==> config.mk <==
export PLATFORM = sky130hd
export DESIGN_NAME = mhpq_ctrl
export DESIGN_NICKNAME = d
export VERILOG_FILES = /design/src/sv/mhpq_pkg.sv /design/src/sv/mhpq_ctrl.sv
export SDC_FILE = /design/constraint.sdc
export NUM_CORES = 1
export LEC_CHECK = 0
export BUFFER_PORTS_ARGS = -buffer_cell sky130_fd_sc_hd__buf_2
export CORE_MARGIN = 1
export CORE_UTILIZATION = 46
export DETAILED_ROUTE_END_ITERATION = 10
export GPL_TIMING_DRIVEN = 0
export PLACE_DENSITY = 0.85
export SYNTH_ARGS = -nofsm -noshare
export SYNTH_HDL_FRONTEND = slang
export SYNTH_SLANG_ARGS = --single-unit
export TNS_END_PERCENT = 50
==> constraint.sdc <==
create_clock -name clock -period 4.8 [get_ports clock]
set_input_delay 0.24 -clock clock [delete_from_list [all_inputs] [get_ports clock]]
set_output_delay 0.24 -clock clock [all_outputs]
set_load 0.02 [all_outputs]
==> src/sv/mhpq_pkg.sv <==
// Shared types, constants and codes for the max-heap priority queue.
`timescale 1ns / 1ps
package mhpq_pkg;

   localparam int CAPACITY = 1024;
   localparam int ADDR_W   = $clog2(CAPACITY);
   localparam int CNT_W    = $clog2(CAPACITY + 1);
   localparam int CHILD_W  = ADDR_W + 2;
   localparam int DATA_W   = 32;
   localparam int RSP_CNT_W = 11;

   localparam logic FUNC_INSERT = 1'b0;
   localparam logic FUNC_DELETE = 1'b1;

   localparam logic [1:0] ST_OK    = 2'd0;
   localparam logic [1:0] ST_EMPTY = 2'd1;
   localparam logic [1:0] ST_FULL  = 2'd2;

   typedef struct packed {
      logic                     func;
      logic signed [DATA_W-1:0] value;
   } req_type;

   typedef struct packed {
      logic [1:0]               status;
      logic signed [DATA_W-1:0] max_value;
      logic [RSP_CNT_W-1:0]     count;
   } rsp_type;

   typedef struct packed {
      logic                     we;
      logic [ADDR_W-1:0]        waddr;
      logic signed [DATA_W-1:0] wdata;
      logic [ADDR_W-1:0]        raddr_a;
      logic [ADDR_W-1:0]        raddr_b;
   } ram_cmd_type;

endpackage

==> src/sv/mhpq_ctrl.sv <==
// Sequencer for insert with sift-up and delete with sift-down over the heap memory.
`timescale 1ns / 1ps
module mhpq_ctrl (
   input  logic                               clock,
   input  logic                               reset,
   input  logic                               req_valid,
   output logic                               req_ready,
   input  mhpq_pkg::req_type                  req_data,
   input  logic                               res_free,
   output logic                               res_done,
   output mhpq_pkg::rsp_type                  res_word,
   output mhpq_pkg::ram_cmd_type              cmd,
   input  logic signed [mhpq_pkg::DATA_W-1:0] rdata_a,
   input  logic signed [mhpq_pkg::DATA_W-1:0] rdata_b
);

   localparam logic [2:0] S_IDLE    = 3'd0;
   localparam logic [2:0] S_UP_CHK  = 3'd1;
   localparam logic [2:0] S_UP_CMP  = 3'd2;
   localparam logic [2:0] S_DN_ROOT = 3'd3;
   localparam logic [2:0] S_DN_LAST = 3'd4;
   localparam logic [2:0] S_DN_CHK  = 3'd5;
   localparam logic [2:0] S_DN_CMP  = 3'd6;
   localparam logic [2:0] S_DONE    = 3'd7;

   localparam logic [mhpq_pkg::CNT_W-1:0] CAP_CNT = mhpq_pkg::CNT_W'(mhpq_pkg::CAPACITY);

   logic [2:0]                         state_ff, state_in;
   logic [mhpq_pkg::ADDR_W-1:0]        pos_ff, pos_in;
   logic [mhpq_pkg::CNT_W-1:0]         count_ff, count_in;
   logic signed [mhpq_pkg::DATA_W-1:0] val_ff, val_in;
   logic signed [mhpq_pkg::DATA_W-1:0] max_ff, max_in;
   logic [1:0]                         status_ff, status_in;

   logic [mhpq_pkg::ADDR_W-1:0]        parent;
   logic [mhpq_pkg::CHILD_W-1:0]       left, right, cnt_ext;
   logic                               has_right;
   logic                               pick_left, pick_right;
   logic signed [mhpq_pkg::DATA_W-1:0] left_best;

   assign parent     = (pos_ff - mhpq_pkg::ADDR_W'(1)) >> 1;
   assign left       = {1'b0, pos_ff, 1'b1};
   assign right      = left + mhpq_pkg::CHILD_W'(1);
   assign cnt_ext    = mhpq_pkg::CHILD_W'(count_ff);
   assign has_right  = right < cnt_ext;
   assign pick_left  = rdata_a > val_ff;
   assign left_best  = pick_left ? rdata_a : val_ff;
   assign pick_right = has_right && (rdata_b > left_best);

   always_comb begin
      state_in  = state_ff;
      pos_in    = pos_ff;
      count_in  = count_ff;
      val_in    = val_ff;
      max_in    = max_ff;
      status_in = status_ff;
      cmd       = '0;
      res_done  = 1'b0;
      case (state_ff)
         S_IDLE: begin
            if (req_valid) begin
               val_in    = req_data.value;
               max_in    = '0;
               status_in = mhpq_pkg::ST_OK;
               if (req_data.func == mhpq_pkg::FUNC_INSERT) begin
                  if (count_ff >= CAP_CNT) begin
                     status_in = mhpq_pkg::ST_FULL;
                     state_in  = S_DONE;
                  end else begin
                     pos_in   = count_ff[mhpq_pkg::ADDR_W-1:0];
                     count_in = count_ff + mhpq_pkg::CNT_W'(1);
                     state_in = S_UP_CHK;
                  end
               end else begin
                  if (count_ff == '0) begin
                     status_in = mhpq_pkg::ST_EMPTY;
                     state_in  = S_DONE;
                  end else begin
                     cmd.raddr_a = '0;
                     count_in    = count_ff - mhpq_pkg::CNT_W'(1);
                     state_in    = S_DN_ROOT;
                  end
               end
            end
         end
         S_UP_CHK: begin
            if (pos_ff == '0) begin
               cmd.we    = 1'b1;
               cmd.waddr = pos_ff;
               cmd.wdata = val_ff;
               state_in  = S_DONE;
            end else begin
               cmd.raddr_a = parent;
               state_in    = S_UP_CMP;
            end
         end
         S_UP_CMP: begin
            cmd.we    = 1'b1;
            cmd.waddr = pos_ff;
            if (val_ff > rdata_a) begin
               cmd.wdata = rdata_a;
               pos_in    = parent;
               state_in  = S_UP_CHK;
            end else begin
               cmd.wdata = val_ff;
               state_in  = S_DONE;
            end
         end
         S_DN_ROOT: begin
            max_in      = rdata_a;
            cmd.raddr_a = count_ff[mhpq_pkg::ADDR_W-1:0];
            state_in    = S_DN_LAST;
         end
         S_DN_LAST: begin
            val_in   = rdata_a;
            pos_in   = '0;
            state_in = S_DN_CHK;
         end
         S_DN_CHK: begin
            if (left >= cnt_ext) begin
               cmd.we    = 1'b1;
               cmd.waddr = pos_ff;
               cmd.wdata = val_ff;
               state_in  = S_DONE;
            end else begin
               cmd.raddr_a = left[mhpq_pkg::ADDR_W-1:0];
               cmd.raddr_b = right[mhpq_pkg::ADDR_W-1:0];
               state_in    = S_DN_CMP;
            end
         end
         S_DN_CMP: begin
            cmd.we    = 1'b1;
            cmd.waddr = pos_ff;
            if (pick_right) begin
               cmd.wdata = rdata_b;
               pos_in    = right[mhpq_pkg::ADDR_W-1:0];
               state_in  = S_DN_CHK;
            end else if (pick_left) begin
               cmd.wdata = rdata_a;
               pos_in    = left[mhpq_pkg::ADDR_W-1:0];
               state_in  = S_DN_CHK;
            end else begin
               cmd.wdata = val_ff;
               state_in  = S_DONE;
            end
         end
         S_DONE: begin
            if (res_free) begin
               res_done = 1'b1;
               state_in = S_IDLE;
            end
         end
         default: begin
            state_in = S_IDLE;
         end
      endcase
   end

   assign req_ready          = (state_ff == S_IDLE);
   assign res_word.status    = status_ff;
   assign res_word.max_value = max_ff;
   assign res_word.count     = mhpq_pkg::RSP_CNT_W'(count_ff);

   always_ff @(posedge clock) begin
      if (reset) begin
         state_ff <= S_IDLE;
         count_ff <= '0;
      end else begin
         state_ff <= state_in;
         count_ff <= count_in;
      end
   end

   always_ff @(posedge clock) begin
      pos_ff    <= pos_in;
      val_ff    <= val_in;
      max_ff    <= max_in;
      status_ff <= status_in;
   end

endmodule

==> reports/results.ini, run 1 <==
[detailed_routing]
ant_nets = 0
wirelength_mm = 26.9
drc = 0
via_per_inst = 6.11
wl_per_cell_um = 20.0
drtIter0Drc = 875
drtPass1Iterations = 8
vias = 8201

[logic_synthesis]
yosysWarnings = 0
yosysTopAreaCellShare_pct = 27.9
synth_area_leaders = edfxtp_1 28%, ha_1 15%, a221o_1 4.6%, mux2_2 4.5%, a21oi_1 4.2%
ys_types = 72
syn-cell-area_um2 = 8190
yosys.area.top_type = edfxtp_1
syn_nets = 1053
synth_cells = 856
synth-seq-cells = 90
synth_flop_cell = edfxtp_1
synth_edf_count = 76
synth_seq_area_share_pct = 31.3
synthArstFlopShare_pct = 0
syn_area_per_cell_um2 = 9.57

[die]
rows = 48
die_area_um2 = 18300
coreArea_um2 = 17400
pin_count = 211
die_h_um = 135
start_util_pct = 47.2
dieWidth_um = 135

[grt]
use_met2_pct = 48.2
grt-ovfl-total = 0
grt_pass1_wl_mm = 40.5
grt_busiest_layer = met2
grt_max_degree = 33
grt.total_usage_pct = 28.5
grtUsageMet3_pct = 5.16
antenna_found_initial = 4
met1_usage_pct = 35.9
grt_pass1_vias = 7829

[place]
placed_cells = 1290
io_buffers = 208
post-place-ws_ns = -0.735
place_congestion = 0.943
dpl.hpwl_mm = 19.2

[power]
power.density_nw_per_um2 = 707
p_leak_uw = 0.00462
peakVddDrop_mv = 0.334
intPower_uw = 3960
clkPwrFrac_pct = 9.6
p_seq_share_pct = 20.2
p_sw_share_pct = 47.4
p_sw_uw = 3580
combPwrFrac_pct = 70.2

[clock_tree]
cts_buffer_depth = 2
htree_levels = 3
cts_made_buffers = 9
cts.clk_slew.worst_paths_ns = 0.07
cts.sinks = 90
cts_tree = done
clock-root-buffer = clkbuf_16
holdBufCountCts = 0
worstSkewPairLatency_ns = 0.35

[setup_path]
crit_fanout = 10
r2r_end = pos_ff[5]$_DFFE_PP_
arrival_ns = 4.92
rrSetupSlack_ns = 0.10
crit_type = flip-flop to output pin
reg2reg_depth = 21
rr_startpoint = val_ff[27]$_DFFE_PP_
cp-start-kind = flip-flop
endpoint_kind = output pin
crit_required_ns = 4.56

[timing]
fin_ws_ns = -0.359
grt_setup_unrepaired = true
finalMaxSlewViolations = 0
slew_headroom_pct = 29.0
finalCritPeriodShare_pct = 107
final_hold_viol_count = 0
setup_violations = 32
worst_pin_slew_ns = 1.06
period_needed_ns = 5.16
fin_worst_skew_ns = 0.00915
max_freq_mhz = 194

[hold_path]
min_to = val_ff[17]$_DFFE_PP_
hp-class = input port to flip-flop
whs_path_depth = 2
worstHoldStart = req_data[17]

[run_status]
outcome = finished, violations left
violations = negative setup slack

[layout]
drive_gt1_share_pct = 35.3
final.fill_count = 1400
nNetsFinal = 1304
syn_to_final_growth_pct = 30.3
stdcell_count = 1342

[run]
maxCapViolCount = 0

## repair_timing
action,CTS,global route
gates cloned,2,0
buffers inserted,20,9
resized for setup,60,51
pin swaps,20,21
endpoints found under the setup margin,42,50
hold endpoints to repair,0,0
## metal layers
layer  share of wire (%)  vias up  routed length, um
met5               0.048        -                 13
met3                 7.8       80               2100
met2                  49      468              13100
li1                    -     3737                  -
met4                 3.5        2                941
met1                  40     3914              10700
## registers in the layout, summed over array words and instances, names as in the netlist
signal,cells
count_ff,11
max_ff,32
pos_ff,10
state_ff,3
status_ff,2
val_ff,32
## cells in the final DEF (no fill, tap or decap), types with 5 or more instances in the layout
cell       instances
a21o_1             6
a21oi_1           65
a221o_1           38
a31oi_1            7
and2_1            11
buf_12             8
buf_2            201
buf_4             31
buf_6             18
clkbuf_1          23
clkbuf_16         10
dfxtp_1           14
diode_2            5
edfxtp_1          76
ha_1              82
ha_4              13
inv_1             64
mux2_2            33
mux2i_1           11
mux2i_2           11
mux2i_4           12
nand2_1           47
nand2b_1           8
nand3_1           13
nand4_1           11
nor2_1            42
nor2b_1           15
nor3_1            40
nor4_1             7
o211ai_1           5
o21a_1             7
o21ai_0           18
o21ai_1           26
o21ai_2            6
o221ai_1          11
xnor2_1           23
xor2_1             7
## worst max-delay path: stages (launching register included)
cell and delay [ns]:
edfxtp_1 0.42, ha_1 0.32, nand4_1 0.21, nor3_4 0.25, nor2_1 0.09, a31oi_2 0.25, o31a_1 0.17, buf_6 0.16
bufbuf_16 0.30, mux2i_4 0.27, ha_4 0.24, nand3_1 0.09, nand2_1 0.06, a211o_1 0.29, o32ai_1 0.28, a31o_2 0.25
buf_12 0.15, buf_8 0.16, a21oi_1 0.09, a221o_1 0.34, buf_6 0.16
## power groups by stage
stage	sequential [uW]	combinational (uW)	clock (uW)
5_1_grt	1550	5680	752
6_report	1520	5300	722
3_5_place_dp	1530	4350	0
2_1_floorplan	1610	3010	0
4_1_cts	1500	4900	717
3_3_place_gp	1540	4200	0
## cells in the mapped netlist, types with 9 or more instances
master and count:
ha_1 95, edfxtp_1 76, a21oi_1 69, inv_1 64, nand2_1 48, nor2_1 44
nor3_1 42, a221o_1 38, o21ai_0 34, mux2_2 33, mux2i_1 24, clkbuf_1 23
xnor2_1 23, o21ai_1 16, nor2b_1 15, dfxtp_1 14, nand3_1 14, and2_1 11
nand4_1 11, o221ai_1 11, buf_6 10, nand2b_1 9
## through the flow
step                hold slack (ns)  util (%)  total power (uW)  TNS (ns)  instance area (um^2)
floorplan                     0.460         -              4620         0                  8190
global placement              0.543      54.8              5740    -28.57                  9520
detailed placement            0.548      55.1              5870    -15.73                  9560
CTS                           0.191      59.8              7130     -6.23                 10400
global route                  0.193      61.4              7980    -15.99                 10700
finish                        0.186      61.5              7540     -9.22                 10700
## how the worst max path moves through the flow
stage	start	endpoint	slack [ns]	cells past startpoint
6_report	val_ff[27]$_DFFE_PP_	cmd[49]	-0.36	20
3_5_place_dp	val_ff[31]$_DFFE_PP_	pos_ff[3]$_DFFE_PP_	-0.74	18
2_1_floorplan	val_ff[15]$_DFFE_PP_	pos_ff[0]$_DFFE_PP_	0.14	18
5_1_grt	val_ff[31]$_DFFE_PP_	cmd[49]	-0.53	21
3_3_place_gp	val_ff[31]$_DFFE_PP_	pos_ff[4]$_DFFE_PP_	-0.66	18
4_1_cts	val_ff[18]$_DFFE_PP_	cmd[49]	-0.25	21
## layout make-up
cell class              instances  area [um^2]  area share (%)
multi-input cells             653         5460            51.2
flip-flops and latches         90         2560            24.0
repair buffers                240         1440            13.5
plain buffers                  49          383            3.59
well taps                     225          282            2.64
clock buffers                  13          272            2.54
inverters                      64          240            2.25
clock inverters                 3         20.0           0.188
diodes                          5         12.5           0.117
## cells by family (layout without fill, tap and decap cells)
logic type,after synthesis,after routing,share of synthesized area [%]
simple gates,230,230,14.9
compound gates,229,229,19.0
buf+inv,113,369,6.91
fa+ha+maj,96,96,14.8
flops,90,90,31.3
mux,67,67,9.90
xor+xnor,30,30,3.21
other cells,1,6,0.0458
No activity file was read; power rests on OpenSTA's default activity.
==> inputs of run 2 (changes only) <==
Settings changed: CORE_MARGIN 1 to 2, TNS_END_PERCENT 50 to 100.
==> run 2 against run 1 <==
Compared with the run above:
- maximum frequency is 2.7% lower
- clock skew is 0.00064 ns lower
- register-to-register slack worse by 0.23 ns
- combinational power rose by 12%
- largest power group unchanged
- highest routed layer unchanged
- routed wire length grew 7.8%
- cell count rose by 1.1%
- flip-flop and latch count did not move
- the run still ends with negative setup slack left
- sequential power barely moved
- worst hold slack worse by 0.0057 ns
- die area increased by 3.0%
- non-clock buffer count is 16 higher
- core utilization rose by 2.6 points
==> reports/results.ini, run 2 (synthesis gave the netlist of run 1 again) <==
[grt]
grt.total_usage_pct = 27.7  ; was 28.5%
grt_pass1_vias = 7789  ; was 7829
antenna_found_initial = 4  ; unchanged
grt_max_degree = 33  ; unchanged
grt_pass1_wl_mm = 40.2  ; was 40.5 mm
grt-ovfl-total = 0  ; unchanged

[detailed_routing]
wl_met2_mm = 13.8  ; was 13.1 mm
via_per_inst = 6.20  ; was 6.11
vias = 8418  ; was 8201
drc = 0  ; unchanged
wirelength_mm = 29.0  ; was 26.9 mm
wl_per_cell_um = 21.3  ; was 20.0 um
drtPass1Iterations = 6  ; was 8
drtIter0Drc = 943  ; was 875
routedLengthMet1_mm = 11.0  ; was 10.7 mm
highest_layer = met5  ; unchanged
met3_length_mm = 2.82  ; was 2.10 mm
ant_nets = 0  ; unchanged

[timing]
max_freq_mhz = 189  ; was 194 MHz
fin_worst_skew_ns = 0.00852  ; was 0.00915 ns
setup_violations = 45  ; was 32
fin_ws_ns = -0.504  ; was -0.359 ns
final_hold_viol_count = 0  ; unchanged
worst_pin_slew_ns = 1.08  ; was 1.06 ns
grt_setup_unrepaired = true  ; unchanged
finalMaxSlewViolations = 0  ; unchanged
period_needed_ns = 5.30  ; was 5.16 ns
slew_headroom_pct = 27.7  ; was 29.0%
finalCritPeriodShare_pct = 111  ; was 107%

[setup_path]
endpoint_kind = output pin  ; unchanged
crit_required_ns = 4.56  ; about the same
reg2reg_depth = 20  ; was 21
crit_fanout = 10  ; unchanged
rr_startpoint = val_ff[23]$_DFFE_PP_  ; was val_ff[27]$_DFFE_PP_
cp-start-kind = flip-flop  ; unchanged
arrival_ns = 5.06  ; was 4.92 ns
crit_type = flip-flop to output pin  ; unchanged
r2r_end = pos_ff[2]$_DFFE_PP_  ; was pos_ff[5]$_DFFE_PP_
rrSetupSlack_ns = -0.13  ; was 0.10 ns

[die]
dieWidth_um = 137  ; was 135 um
start_util_pct = 47.2  ; unchanged
rows = 48  ; unchanged
die_area_um2 = 18900  ; was 18300 um^2
coreArea_um2 = 17400  ; unchanged
pin_count = 211  ; unchanged
die_h_um = 137  ; was 135 um

[power]
power_uw = 8220  ; was 7540 uW
power.density_nw_per_um2 = 738  ; was 707 nW/um^2
p_leak_uw = 0.00481  ; was 0.00462 uW
peakVddDrop_mv = 0.370  ; was 0.334 mV

[layout]
reg_top3 = max_ff: 32 flops, val_ff: 32 flops, count_ff: 11 flops  ; unchanged
final_cell_mix = 190 x buf_2, 80 x ha_1, 76 x edfxtp_1  ; was 201 x buf_2, 82 x ha_1, 76 x edfxtp_1
syn_to_final_growth_pct = 35.9  ; was 30.3%
stdcell_count = 1357  ; was 1342
final_common_cell = buf_2  ; unchanged
nNetsFinal = 1320  ; was 1304
drive_gt1_share_pct = 37.3  ; was 35.3%

[clock_tree]
cts_tree = done  ; unchanged
clock-root-buffer = clkbuf_16  ; unchanged
cts_made_buffers = 9  ; unchanged
cts.clk_slew.worst_paths_ns = 0.07  ; about the same
holdBufCountCts = 0  ; unchanged
cts_buffer_depth = 2  ; unchanged
cts.sinks = 90  ; unchanged
worstSkewPairLatency_ns = 0.36  ; was 0.35 ns
htree_levels = 3  ; unchanged

[run_status]
outcome = finished, violations left  ; unchanged
violations = negative setup slack  ; unchanged

[hold_path]
min_to = val_ff[30]$_DFFE_PP_  ; was val_ff[17]$_DFFE_PP_
whs_path_depth = 2  ; unchanged
hp-class = input port to flip-flop  ; unchanged
worstHoldStart = req_data[30]  ; was req_data[17]

[place]
placed_cells = 1291  ; was 1290
io_buffers = 208  ; unchanged
dpl.hpwl_mm = 19.4  ; was 19.2 mm
place_congestion = 0.986  ; was 0.943

[run]
maxCapViolCount = 0  ; unchanged

run 2: changes by cell type in the layout (fill, tap and decap cells not counted), sizes merged:
cell | before | now
clkinv | 1 | 0
diode | 5 | 4
buf | 264 | 278
bufbuf | 1 | 0
clkbuf | 37 | 41
run 2: worst max-delay path, stage by stage, from the launching register on:
cell      delay, ns
edfxtp_1       0.45
ha_1           0.34
a21oi_1        0.24
nor2_1         0.09
nor3_2         0.21
o21bai_2       0.13
o31a_1         0.34
buf_8          0.17
buf_12         0.16
mux2i_4        0.19
ha_1           0.31
nand4_1        0.22
nor4_4         0.46
o32ai_2        0.14
a31o_4         0.29
buf_4          0.18
o21ai_0        0.20
a21oi_1        0.08
a221o_1        0.33
buf_6          0.16
run 2: worst max path at each step:
stage	slack (ns)	startpoint	depth (start not counted)	endpoint
2_1_floorplan	0.14	val_ff[15]$_DFFE_PP_	18	pos_ff[0]$_DFFE_PP_
3_3_place_gp	-0.82	val_ff[31]$_DFFE_PP_	18	pos_ff[3]$_DFFE_PP_
3_5_place_dp	-0.84	val_ff[31]$_DFFE_PP_	18	pos_ff[3]$_DFFE_PP_
4_1_cts	-0.26	val_ff[31]$_DFFE_PP_	20	cmd[49]
5_1_grt	-0.64	val_ff[23]$_DFFE_PP_	20	cmd[40]
6_report	-0.50	val_ff[23]$_DFFE_PP_	19	cmd[35]
run 2: layout make-up:
type | instances | area (um^2)
tap | 225 | 282
sequential | 90 | 2560
antenna | 4 | 10.0
fill | 1277 | 6230
timing repair buffer | 256 | 1730
clock buffer | 14 | 285
multi-input combinational | 653 | 5600
inverter | 64 | 240
buffer | 49 | 407
clock inverter | 2 | 15.0
run 2: per-stage QoR:
stage | TNS (ns) | hold WS [ns] | utilization, % | area, um^2 | worst slack (ns)
finish | -14.85 | 0.181 | 64.1 | 11100 | -0.504
global route | -22.30 | 0.183 | 64.1 | 11100 | -0.639
CTS | -6.65 | 0.182 | 60.7 | 10500 | -0.261
detailed placement | -18.30 | 0.544 | 55.2 | 9580 | -0.835
global placement | -34.14 | 0.544 | 54.8 | 9520 | -0.820
floorplan | 0 | 0.460 | - | 8190 | 0.139
run 2: layer usage:
metal,up-vias,track usage [%]
li1,3778,-
met1,3933,34.9
met2,573,46.2
met3,132,4.89
met4,2,12.8
met5,-,0
run 2: power by group:
part           internal [uW]  switching [uW]  leakage (uW)
Clock                    415             337      0.000149
Combinational           2710            3230       0.00381
Sequential              1250             276      0.000849
Total                   4370            3840       0.00481
run 2: what timing repair did:
item,4_1_cts,5_1_grt
setup buffers,26,14
pin swaps,25,32
hold endpoints to repair,0,0
gates cloned,3,4
endpoints found under the setup margin,47,52
resized for setup,71,95
